File: src/rtl/hdlf_pkg.sv
// ----------------------------------------------------------------------------
// hdlf_pkg
// Shared constants, types and helpers of the hex dump line formatter.
// ----------------------------------------------------------------------------
package hdlf_pkg;

  localparam int unsigned GROUPS_PER_LINE = 4;
  localparam int unsigned GAP_SPACES      = 3;
  localparam int unsigned BYTES_PER_GROUP = 4;

  localparam logic [7:0] CHAR_NUL   = 8'h00;
  localparam logic [7:0] CHAR_NL    = 8'h0a;
  localparam logic [7:0] CHAR_SPACE = 8'h20;
  localparam logic [7:0] CHAR_ZERO  = 8'h30;
  localparam logic [7:0] CHAR_A_OFS = 8'h57;  // 'a' - 10

  // Per-byte plan handed from the position stage to the emitter.
  typedef struct packed {
    logic [7:0] data;
    logic       gap;   // byte opens a group other than the first
    logic       mid;   // third byte of a group
    logic       nl;    // byte closes the line
    logic       eoi;   // end-of-input terminator
  } plan_t;

  function automatic logic [7:0] hex_char(input logic [3:0] nib);
    logic [7:0] ch;
    if (nib < 4'd10) begin
      ch = CHAR_ZERO + {4'd0, nib};
    end else begin
      ch = CHAR_A_OFS + {4'd0, nib};
    end
    return ch;
  endfunction

endpackage

File: src/rtl/hdlf_plan.sv
// ----------------------------------------------------------------------------
// hdlf_plan
// Input register and line position tracking; builds the plan of one beat.
// ----------------------------------------------------------------------------
module hdlf_plan #(
  parameter int unsigned GroupsPerLine = hdlf_pkg::GROUPS_PER_LINE
) (
  input  logic                clk_i,
  input  logic                rst_ni,
  input  logic                s_valid_i,
  output logic                s_ready_o,
  input  logic [7:0]          s_byte_i,
  input  logic                s_eoi_i,
  output logic                plan_valid_o,
  input  logic                plan_ready_i,
  output hdlf_pkg::plan_t     plan_o
);

  localparam int unsigned LineBytes = GroupsPerLine * hdlf_pkg::BYTES_PER_GROUP;
  localparam int unsigned PosW      = $clog2(LineBytes);
  localparam logic [PosW-1:0] PosLast = PosW'(LineBytes - 1);

  logic            valid_q, valid_d;
  logic [7:0]      byte_q;
  logic            eoi_q;
  logic [PosW-1:0] pos_q, pos_d;
  logic            take;
  logic            load;

  assign take      = valid_q && plan_ready_i;
  assign s_ready_o = !valid_q || plan_ready_i;
  assign load      = s_valid_i && s_ready_o;

  always_comb begin
    valid_d = valid_q;
    if (load) begin
      valid_d = 1'b1;
    end else if (take) begin
      valid_d = 1'b0;
    end
  end

  always_comb begin
    pos_d = pos_q;
    if (take) begin
      if (eoi_q || pos_q == PosLast) begin
        pos_d = '0;
      end else begin
        pos_d = pos_q + PosW'(1);
      end
    end
  end

  always_ff @(posedge clk_i or negedge rst_ni) begin
    if (!rst_ni) begin
      valid_q <= 1'b0;
      pos_q   <= '0;
    end else begin
      valid_q <= valid_d;
      pos_q   <= pos_d;
    end
  end

  always_ff @(posedge clk_i) begin
    if (load) begin
      byte_q <= s_byte_i;
      eoi_q  <= s_eoi_i;
    end
  end

  assign plan_valid_o = valid_q;
  assign plan_o.data  = byte_q;
  assign plan_o.eoi   = eoi_q;
  assign plan_o.gap   = (pos_q[1:0] == 2'd0) && (pos_q != '0);
  assign plan_o.mid   = (pos_q[1:0] == 2'd2);
  assign plan_o.nl    = (pos_q == PosLast);

endmodule

File: src/rtl/hdlf_emit.sv
// ----------------------------------------------------------------------------
// hdlf_emit
// Holds one plan and sends its characters, one per beat, through an
// output register.
// ----------------------------------------------------------------------------
module hdlf_emit #(
  parameter int unsigned GapSpaces = hdlf_pkg::GAP_SPACES
) (
  input  logic            clk_i,
  input  logic            rst_ni,
  input  logic            plan_valid_i,
  output logic            plan_ready_o,
  input  hdlf_pkg::plan_t plan_i,
  output logic            m_valid_o,
  input  logic            m_ready_i,
  output logic [7:0]      m_char_o,
  output logic            m_last_o
);

  localparam int unsigned SpMax = (GapSpaces > 1) ? GapSpaces : 1;
  localparam int unsigned SpW   = $clog2(SpMax + 1);

  logic           busy_q, busy_d;
  logic [SpW-1:0] sp_q, sp_d;
  logic           hi_q, hi_d;
  logic           lo_q, lo_d;
  logic           nl_q;
  logic           eoi_q;
  logic [7:0]     byte_q;
  logic           out_valid_q, out_valid_d;
  logic [7:0]     out_char_q;
  logic           out_last_q;

  logic           fire;
  logic           last_c;
  logic [7:0]     char_c;
  logic           load;

  assign fire   = busy_q && (!out_valid_q || m_ready_i);
  assign last_c = eoi_q || (sp_q == '0 && !hi_q && (!lo_q || !nl_q));
  assign plan_ready_o = !busy_q || (fire && last_c);
  assign load   = plan_valid_i && plan_ready_o;

  always_comb begin
    if (eoi_q) begin
      char_c = hdlf_pkg::CHAR_NUL;
    end else if (sp_q != '0) begin
      char_c = hdlf_pkg::CHAR_SPACE;
    end else if (hi_q) begin
      char_c = hdlf_pkg::hex_char(byte_q[7:4]);
    end else if (lo_q) begin
      char_c = hdlf_pkg::hex_char(byte_q[3:0]);
    end else begin
      char_c = hdlf_pkg::CHAR_NL;
    end
  end

  always_comb begin
    busy_d = busy_q;
    sp_d   = sp_q;
    hi_d   = hi_q;
    lo_d   = lo_q;
    if (fire) begin
      if (last_c) begin
        busy_d = 1'b0;
      end
      if (sp_q != '0) begin
        sp_d = sp_q - SpW'(1);
      end else if (hi_q) begin
        hi_d = 1'b0;
      end else begin
        lo_d = 1'b0;
      end
    end
    if (load) begin
      busy_d = 1'b1;
      hi_d   = 1'b1;
      lo_d   = 1'b1;
      if (plan_i.gap) begin
        sp_d = SpW'(GapSpaces);
      end else if (plan_i.mid) begin
        sp_d = SpW'(1);
      end else begin
        sp_d = '0;
      end
    end
  end

  always_comb begin
    out_valid_d = out_valid_q;
    if (fire) begin
      out_valid_d = 1'b1;
    end else if (m_ready_i) begin
      out_valid_d = 1'b0;
    end
  end

  always_ff @(posedge clk_i or negedge rst_ni) begin
    if (!rst_ni) begin
      busy_q      <= 1'b0;
      sp_q        <= '0;
      hi_q        <= 1'b0;
      lo_q        <= 1'b0;
      out_valid_q <= 1'b0;
    end else begin
      busy_q      <= busy_d;
      sp_q        <= sp_d;
      hi_q        <= hi_d;
      lo_q        <= lo_d;
      out_valid_q <= out_valid_d;
    end
  end

  always_ff @(posedge clk_i) begin
    if (load) begin
      byte_q <= plan_i.data;
      nl_q   <= plan_i.nl;
      eoi_q  <= plan_i.eoi;
    end
    if (fire) begin
      out_char_q <= char_c;
      out_last_q <= last_c;
    end
  end

  assign m_valid_o = out_valid_q;
  assign m_char_o  = out_char_q;
  assign m_last_o  = out_last_q;

endmodule

File: src/rtl/hex_dump_line_formatter_unit.sv
// ----------------------------------------------------------------------------
// hex_dump_line_formatter_unit
// Formats a byte stream into hex dump text, one ASCII character per beat.
// ----------------------------------------------------------------------------
// Path: a byte passes the input register, the emitter's plan register and the output register.
// Throughput: one output character per cycle while m_axis_tready is high; a data byte
//   sends its spaces, two hex digits and, at line end, a newline; end of input one NUL.
// The input register takes the next byte while the current one is sent.
// Reset: asynchronous, active low; clears line position and all valid flags.
// ----------------------------------------------------------------------------
module hex_dump_line_formatter_unit #(
  parameter int unsigned GroupsPerLine = hdlf_pkg::GROUPS_PER_LINE,
  parameter int unsigned GapSpaces     = hdlf_pkg::GAP_SPACES
) (
  input  logic       clk_i,
  input  logic       rst_ni,
  input  logic       s_axis_tvalid,
  output logic       s_axis_tready,
  input  logic [7:0] s_axis_tdata,   // [7:0] in_byte
  input  logic       s_axis_tlast,   // end_of_input
  output logic       m_axis_tvalid,
  input  logic       m_axis_tready,
  output logic [7:0] m_axis_tdata,   // [7:0] out_char
  output logic       m_axis_tlast    // last
);

  logic            plan_valid;
  logic            plan_ready;
  hdlf_pkg::plan_t plan;

  hdlf_plan #(
    .GroupsPerLine(GroupsPerLine)
  ) u_plan (
    .clk_i       (clk_i),
    .rst_ni      (rst_ni),
    .s_valid_i   (s_axis_tvalid),
    .s_ready_o   (s_axis_tready),
    .s_byte_i    (s_axis_tdata),
    .s_eoi_i     (s_axis_tlast),
    .plan_valid_o(plan_valid),
    .plan_ready_i(plan_ready),
    .plan_o      (plan)
  );

  hdlf_emit #(
    .GapSpaces(GapSpaces)
  ) u_emit (
    .clk_i       (clk_i),
    .rst_ni      (rst_ni),
    .plan_valid_i(plan_valid),
    .plan_ready_o(plan_ready),
    .plan_i      (plan),
    .m_valid_o   (m_axis_tvalid),
    .m_ready_i   (m_axis_tready),
    .m_char_o    (m_axis_tdata),
    .m_last_o    (m_axis_tlast)
  );

endmodule
File: config.mk
export PLATFORM = sky130hd
export DESIGN_NAME = hex_dump_line_formatter_unit
export DESIGN_NICKNAME = d
export VERILOG_FILES = /design/src/rtl/hdlf_pkg.sv /design/src/rtl/hdlf_plan.sv /design/src/rtl/hdlf_emit.sv /design/src/rtl/hex_dump_line_formatter_unit.sv
export SDC_FILE = /design/constraint.sdc
export NUM_CORES = 1
export LEC_CHECK = 0
export BUFFER_PORTS_ARGS = -buffer_cell sky130_fd_sc_hd__buf_2
export CAP_MARGIN = 40
export CORE_AREA = 2 2 60 62
export CTS_BUF_LIST = sky130_fd_sc_hd__clkbuf_8
export CTS_CLUSTER_DIAMETER = 40
export CTS_CLUSTER_SIZE = 20
export DETAILED_ROUTE_END_ITERATION = 8
export DIE_AREA = 0 0 62 64
export PLACE_DENSITY = 0.74
export SYNTH_ARGS = -nofsm -noshare
export SYNTH_HDL_FRONTEND = slang
export SYNTH_HIERARCHICAL = 1
export SYNTH_SLANG_ARGS = --single-unit
File: constraint.sdc
create_clock -name clk_i -period 3.8 [get_ports clk_i]
set_clock_uncertainty 0.05 [all_clocks]
set_input_delay 0.38 -clock clk_i [delete_from_list [all_inputs] [get_ports clk_i]]
set_output_delay 0.38 -clock clk_i [all_outputs]
set_load 0.05 [all_outputs]
==> run summary, run 1 <==
Crit Reg-Reg Endpoint -> u_plan/byte_q[2]
clk root buf -> clkbuf_8
Die ar. -> 0.00397 mm²
Worst-Skew Late Latency -> 0.28 ns
multiplexer share of the synthesized area -> 0.0181
Post-synth top cells -> 27 x edfxtp_1, 12 x inv_1, 12 x nand2_1, 11 x dfrtp_1, 11 x o21ai_0
First-pass DRT Iterations -> 4
Max clock buf depth -> 2
Horiz. Die Dim -> 62 µm
DIE HEIGHT -> 64 µm
Synth Area in Simple Gates -> 0.130
YS warnings -> 6
worst reg2reg setup slack -> 1.49 ns
Final WS setup -> 1.24 ns
Vias -> 1159
Starting Density -> 0.526
Mapped Cells -> 145
clock transition at the registers of the reported paths -> 0.07 ns
CP required -> 3.37 ns
combinational share of power -> 0.300
grt total ovfl -> 0
Mapped Area -> 0.00173 mm²
final hold violations -> 0
Hold EP -> u_plan/byte_q[6]
Starting DRT DRC Count -> 38
initial antenna violation count -> 0
VDD IR max -> 0.376 mV
CTS buffer count -> 5
number of global-route vias before repair -> 1169
Worst setup EP type -> output pin
htree depth -> 2
Util after Layout -> 0.600
vias per cell -> 5.29
Routed Wire Length -> 2720 µm
# diodes -> 0
layout cells sized above 1 -> 0.197
total core area -> 0.00328 mm²
top cell type's share of synthesized area -> 0.470
max_slew headroom -> 0.574
CTS sink cnt -> 38
P_leak -> 0.793 nW
worst slew pin tran -> 0.639 ns
Area growth, synth to finish -> 14.1%
CTS tree -> built
first-pass GRT wire length -> 4770 µm
EDFF count, synth -> 27
largest net degree at the start of global routing -> 13
syn nets -> 164
Peak Freq -> 391 MHz
RSZ-0062 raised after global routing -> false
Pwr Total -> 0.00127 W
critical path class -> flip-flop to output pin
switching power -> 0.000456 W
sequential fraction of the synthesis area -> 0.629
setup TNS -> 0 ns
async set-reset flop share out of synthesis -> 0.289
Post-DP Area -> 0.00187 mm²
Synth Area in XOR/XNOR -> 0.0152
dpl hpwl -> 1980 µm
synth top area cells -> edfxtp_1 47%, dfrtp_1 16%, ha_1 4.3%
cell taking the most area after synthesis -> edfxtp_1
Placement Rows -> 21
FILL cells -> 281
average wire per standard cell -> 12.4 µm
Reg power frac -> 0.496
P_int -> 0.000815 W
gr usage total -> 0.164
Hold Crit Depth -> 1
Design Area, Final -> 0.00197 mm²
sw frac -> 0.359
nets -> 191
final RePlAce weighted congestion -> 0.888
Finish-stage setup viols -> 0
min Tclk post-route -> 2.56 ns
post-cts resize count -> 0
Power Density -> 645 mW/mm²
fin. max-slew vios -> 0
hold path start -> s_axis_tdata[6]
register bit total from synthesis -> 38
post-route ant nets -> 0
launch point of the worst reg-to-reg path -> u_emit/sp_q[0]
Max Cap Violations -> 0
DRC -> 0
synth unique cells -> 36
post-place setup slack -> 1.52 ns
PortBufs -> 22
largest family of logic cells by synthesized area -> simple AND/OR/NAND/NOR gates
Synth Area per Inst -> 11.9 µm²
startpoint types -> flip-flop
Period Utilization, post-route -> 0.673
Synth Flop Type -> edfxtp_1
clock share of power -> 0.204
r2r worst-path depth -> 7
CP Max Fanout -> 5
outcome -> finished, final reports clean
arrival time worst endpoint -> 2.13 ns
adder-cell share of the synthesized area -> 0.0435
Ports -> 24
Hold WC Path Type -> primary input to flip-flop
most common cell in the netlist -> edfxtp_1
Synth Area in Compound Gates -> 0.122
per-stage QoR:
stage / hold slack, ns / std cells
2_1_floorplan: 0.0344 / 145
3_3_place_gp: 0.211 / 210
3_5_place_dp: 0.208 / 210
4_1_cts: 0.209 / 219
5_1_grt: 0.207 / 219
6_report: 0.219 / 219
sequential cells by signal, indices dropped and copies added (netlist names):
register / count
u_emit/hi_q: 1
u_plan/byte_q: 8
u_emit/lo_q: 1
u_emit/byte_q: 8
u_emit/sp_q: 2
u_emit/m_last_o: 1
u_emit/m_valid_o: 1
u_plan/plan_valid_o: 1
u_emit/nl_q: 1
u_plan/pos_q: 4
u_emit/m_char_o: 7
u_plan/eoi_q: 1
u_emit/eoi_q: 1
u_emit/busy_q: 1
cell type report:
type / count / area (µm²) / share of cell area
tap: 46 / 57.6 / 0.0292
clock buffer: 5 / 68.8 / 0.0349
timing repair buffer: 23 / 120 / 0.0610
inverter: 13 / 48.8 / 0.0248
sequential: 38 / 1090 / 0.551
clock inverter: 3 / 16.3 / 0.00826
multi-input combinational: 91 / 572 / 0.290
worst max path at each step:
stage	start	endpoint	slack [ns]	cells past startpoint
5_1_grt	u_emit/sp_q[0]	s_axis_tready	0.97	7
4_1_cts	u_emit/sp_q[0]	s_axis_tready	1.23	7
6_report	u_emit/sp_q[0]	s_axis_tready	1.24	7
3_5_place_dp	u_emit/sp_q[0]	u_plan/byte_q[2]	1.52	7
3_3_place_gp	u_emit/sp_q[0]	u_plan/byte_q[0]	1.59	7
2_1_floorplan	u_emit/sp_q[0]	u_plan/byte_q[0]	1.40	7
cell usage in the layout (no fill, tap or decap), drive strengths merged, types with 2 or more instances in the layout:
master   n
edfxtp  27
nand2   12
a21oi    9
o21ai   12
dfrtp   11
xnor2    3
clkinv   2
buf     22
nand2b   5
nor2b    5
ha       6
clkbuf   5
a221oi   2
nand3    5
o211ai   4
inv     13
nor2    10
mux2i    2
power groups by stage:
stage	registers [W]	clock network [W]	logic (W)
finish	0.000630	0.000260	0.000382
global route	0.000644	0.000285	0.000432
CTS	0.000627	0.000267	0.000384
detailed placement	0.000636	0	0.000379
global placement	0.000627	0	0.000358
floorplan	0.000669	0	0.000255
kinds of logic (layout without fill, tap and decap cells):
group | count (synthesis) | count (layout)
and+or+nand+nor | 44 | 44
muxes | 3 | 3
other | 1 | 1
buffers and inverters | 16 | 44
DFF | 38 | 38
xor gates and xnor gates | 3 | 3
AOI/OAI and AO/OA | 34 | 34
adders and majority gates | 6 | 6
critical path, cell delays in order, from the launching register on:
cell     delay (ns)
dfrtp_1        0.36
inv_1          0.08
ha_1           0.24
nor2b_1        0.17
a21oi_1        0.12
o21ai_0        0.42
or2b_1         0.19
buf_2          0.26
metal layers:
layer	global-route usage	vias to the layer above	part of all wire
li1	-	566	-
met1	0.180	545	0.40
met2	0.271	39	0.52
met3	0.0466	9	0.050
met4	0.0984	0	0.027
met5	0	-	0
timing repair:
item | in CTS | in global routing
hold endpoints to repair | 11 | 0
hold buffers | 1 | 0
buffers inserted | 0 | 0
setup endpoints to repair | 0 | 0
Power figures use the tool's default switching activity.
==> inputs of run 2 (changes only) <==
--- a/config.mk
+++ b/config.mk
@@ -7,12 +7,12 @@
 export LEC_CHECK = 0
 export BUFFER_PORTS_ARGS = -buffer_cell sky130_fd_sc_hd__buf_2
 export CAP_MARGIN = 40
-export CORE_AREA = 2 2 60 62
+export CORE_AREA = 2 2 61 63
 export CTS_BUF_LIST = sky130_fd_sc_hd__clkbuf_8
 export CTS_CLUSTER_DIAMETER = 40
 export CTS_CLUSTER_SIZE = 20
 export DETAILED_ROUTE_END_ITERATION = 8
-export DIE_AREA = 0 0 62 64
+export DIE_AREA = 0 0 63 65
 export PLACE_DENSITY = 0.74
 export SYNTH_ARGS = -nofsm -noshare
 export SYNTH_HDL_FRONTEND = slang
==> constraint.sdc (replaced) <==
create_clock -name clk_i -period 2.1 [get_ports clk_i]
set_clock_uncertainty 0.05 [all_clocks]
set_input_delay 0.21 -clock clk_i [delete_from_list [all_inputs] [get_ports clk_i]]
set_output_delay 0.21 -clock clk_i [all_outputs]
set_load 0.05 [all_outputs]
==> run 2 against run 1 <==
Against the previous run:
- power increased by 110%
- sequential power grew 79%
- critical path depth did not move
- worst setup slack worse by 1.2 ns
- via count increased by 2.2%
- combinational power grew 100%
- highest routed layer unchanged
==> run summary, run 2 (synthesized netlist as in run 1, its figures left out) <==
outcome -> finished, final reports clean
CP Max Fanout -> 3 (-2)
dpl hpwl -> 2080 µm (+4.8%)
Period Utilization, post-route -> 0.961
layout cells sized above 1 -> 0.247 (+0.0507)
Starting DRT DRC Count -> 34 (-11%)
Final WS setup -> 0.0818 ns (-1.16 ns)
grt total ovfl -> 0 (unchanged)
Routed Wire Length -> 2850 µm (+4.6%)
Finish-stage setup viols -> 0 (unchanged)
CTS buffer count -> 5 (unchanged)
Starting Density -> 0.494 (-0.0318)
largest net degree at the start of global routing -> 14 (+1)
CTS tree -> built
total core area -> 0.00350 mm² (+6.4%)
fin. max-slew vios -> 0 (unchanged)
grt met1 use -> 0.176 (-0.00337)
VDD IR max -> 0.665 mV (+77%)
Ports -> 24 (unchanged)
clock transition at the registers of the reported paths -> 0.07 ns (about the same)
Horiz. Die Dim -> 63 µm (+1.6%)
Worst-Skew Late Latency -> 0.29 ns (about the same)
Hold WC Path Type -> primary input to flip-flop
DRC -> 0 (unchanged)
Max clock buf depth -> 2 (unchanged)
P_leak -> 0.847 nW (+6.9%)
post-route ant nets -> 0 (unchanged)
most common cell after layout, fill and taps aside -> edfxtp_1
r2r worst-path depth -> 7 (unchanged)
startpoint types -> flip-flop
Placement Rows -> 22 (+4.8%)
Power Density -> 1260 mW/mm² (+95%)
Vias -> 1185 (+2.2%)
PortBufs -> 22 (unchanged)
initial antenna violation count -> 0 (unchanged)
CP required -> 1.84 ns (-1.53 ns)
Pwr Total -> 0.00262 W (+110%)
Hold Crit Depth -> 1 (unchanged)
Area growth, synth to finish -> 20.6%
setup TNS -> 0 ns (unchanged)
CTS sink cnt -> 38 (unchanged)
average wire per standard cell -> 12.6 µm (+1.3%)
clk root buf -> clkbuf_8
htree depth -> 2 (unchanged)
commonest non-fill, non-tap cells in the layout -> 27 x edfxtp_1, 21 x buf_2, 12 x inv_1, 12 x nand2_1, 11 x dfrtp_1
max_slew headroom -> 0.598 (+0.0234)
post-place setup slack -> 0.138 ns (-1.38 ns)
Worst setup EP type -> output pin
met3 Track Usage GR -> 0.0469 (+0.000316)
Global Route met2 Usage -> 0.281 (+0.00975)
DIE HEIGHT -> 65 µm (+1.6%)
min Tclk post-route -> 2.02 ns
Peak Freq -> 495 MHz
critical path class -> flip-flop to output pin
Post-DP Area -> 0.00191 mm² (+1.9%)
final RePlAce weighted congestion -> 0.877 (-1.2%)
gr usage total -> 0.162 (-0.00249)
Max Cap Violations -> 0 (unchanged)
GRT busiest layer -> met2
nets -> 196 (+2.6%)
# diodes -> 0 (unchanged)
arrival time worst endpoint -> 1.76 ns (-0.37 ns)
final hold violations -> 0 (unchanged)
vias per cell -> 5.24 (-0.92%)
Design Area, Final -> 0.00208 mm² (+5.7%)
FILL cells -> 277 (-1.4%)
First-pass DRT Iterations -> 4 (unchanged)
Die ar. -> 0.00410 mm² (+3.2%)
number of global-route vias before repair -> 1129 (-3.4%)
first-pass GRT wire length -> 4900 µm (+2.8%)
worst slew pin tran -> 0.601 ns (-0.0374 ns)
==> run 2: cell count changes in the layout (fill, tap and decap cells not counted), sizes merged <==
cell,before,now
buf,22,27
bufinv,0,2
clkinv,2,1
clkinvlp,1,0
==> run 2: critical path: stages (launching register included) <==
cell     delay (ns)
dfrtp_1        0.35
inv_1          0.06
ha_1           0.18
nor2b_1        0.14
a21oi_2        0.20
o21ai_2        0.09
or2b_4         0.26
buf_4          0.19
==> run 2: worst paths after layout <==
check,start,to,slack (ns)
setup / recovery,u_emit/sp_q[1],s_axis_tready,0.08
hold / removal,s_axis_tdata[4],u_plan/byte_q[4],0.05
setup reg to reg,u_emit/sp_q[0],u_plan/byte_q[3],0.20
hold reg to reg,u_plan/byte_q[3],u_emit/byte_q[3],0.37
max in group asynchronous,rst_ni,u_emit/lo_q,1.52
min in group asynchronous,rst_ni,u_emit/busy_q,0.27
==> run 2: per-stage QoR <==
stage	hold slack, ns	instances	util
global route	0.0271	226	0.596
global placement	0.0389	216	0.547
finish	0.0468	226	0.596
floorplan	-0.136	145	-
detailed placement	0.0489	216	0.547
CTS	0.0307	225	0.590
==> run 2: layout make-up <==
| cell class | count | area, µm² | area share |
|---|---|---|---|
| Sequential cell | 38 | 1090 | 0.522 |
| Multi-Input combinational cell | 91 | 589 | 0.283 |
| Timing Repair Buffer | 28 | 160 | 0.0769 |
| Clock buffer | 5 | 68.8 | 0.0331 |
| Clock inverter | 3 | 68.8 | 0.0331 |
| Tap cell | 48 | 60.1 | 0.0288 |
| Inverter | 13 | 48.8 | 0.0234 |
==> run 2: metal layers <==
| metal | vias up | share of wire |
|---|---|---|
| li1 | 579 | - |
| met1 | 558 | 0.42 |
| met2 | 42 | 0.51 |
| met3 | 6 | 0.049 |
| met4 | 0 | 0.021 |
| met5 | - | 0 |
==> run 2: repair_timing <==
item,4_1_cts,5_1_grt
setup endpoints to repair,1,2
hold buffers,1,0
resized for setup,1,4
setup buffers,0,1
endpoints found under the hold margin,11,0
pin swaps,0,1
==> run 2: report_power, final <==
part | total (W) | switching [W] | internal (W)
Sequential | 0.00113 | 0.000134 | 0.000993
Clock | 0.000727 | 0.000252 | 0.000476
Combinational | 0.000765 | 0.000465 | 0.000300
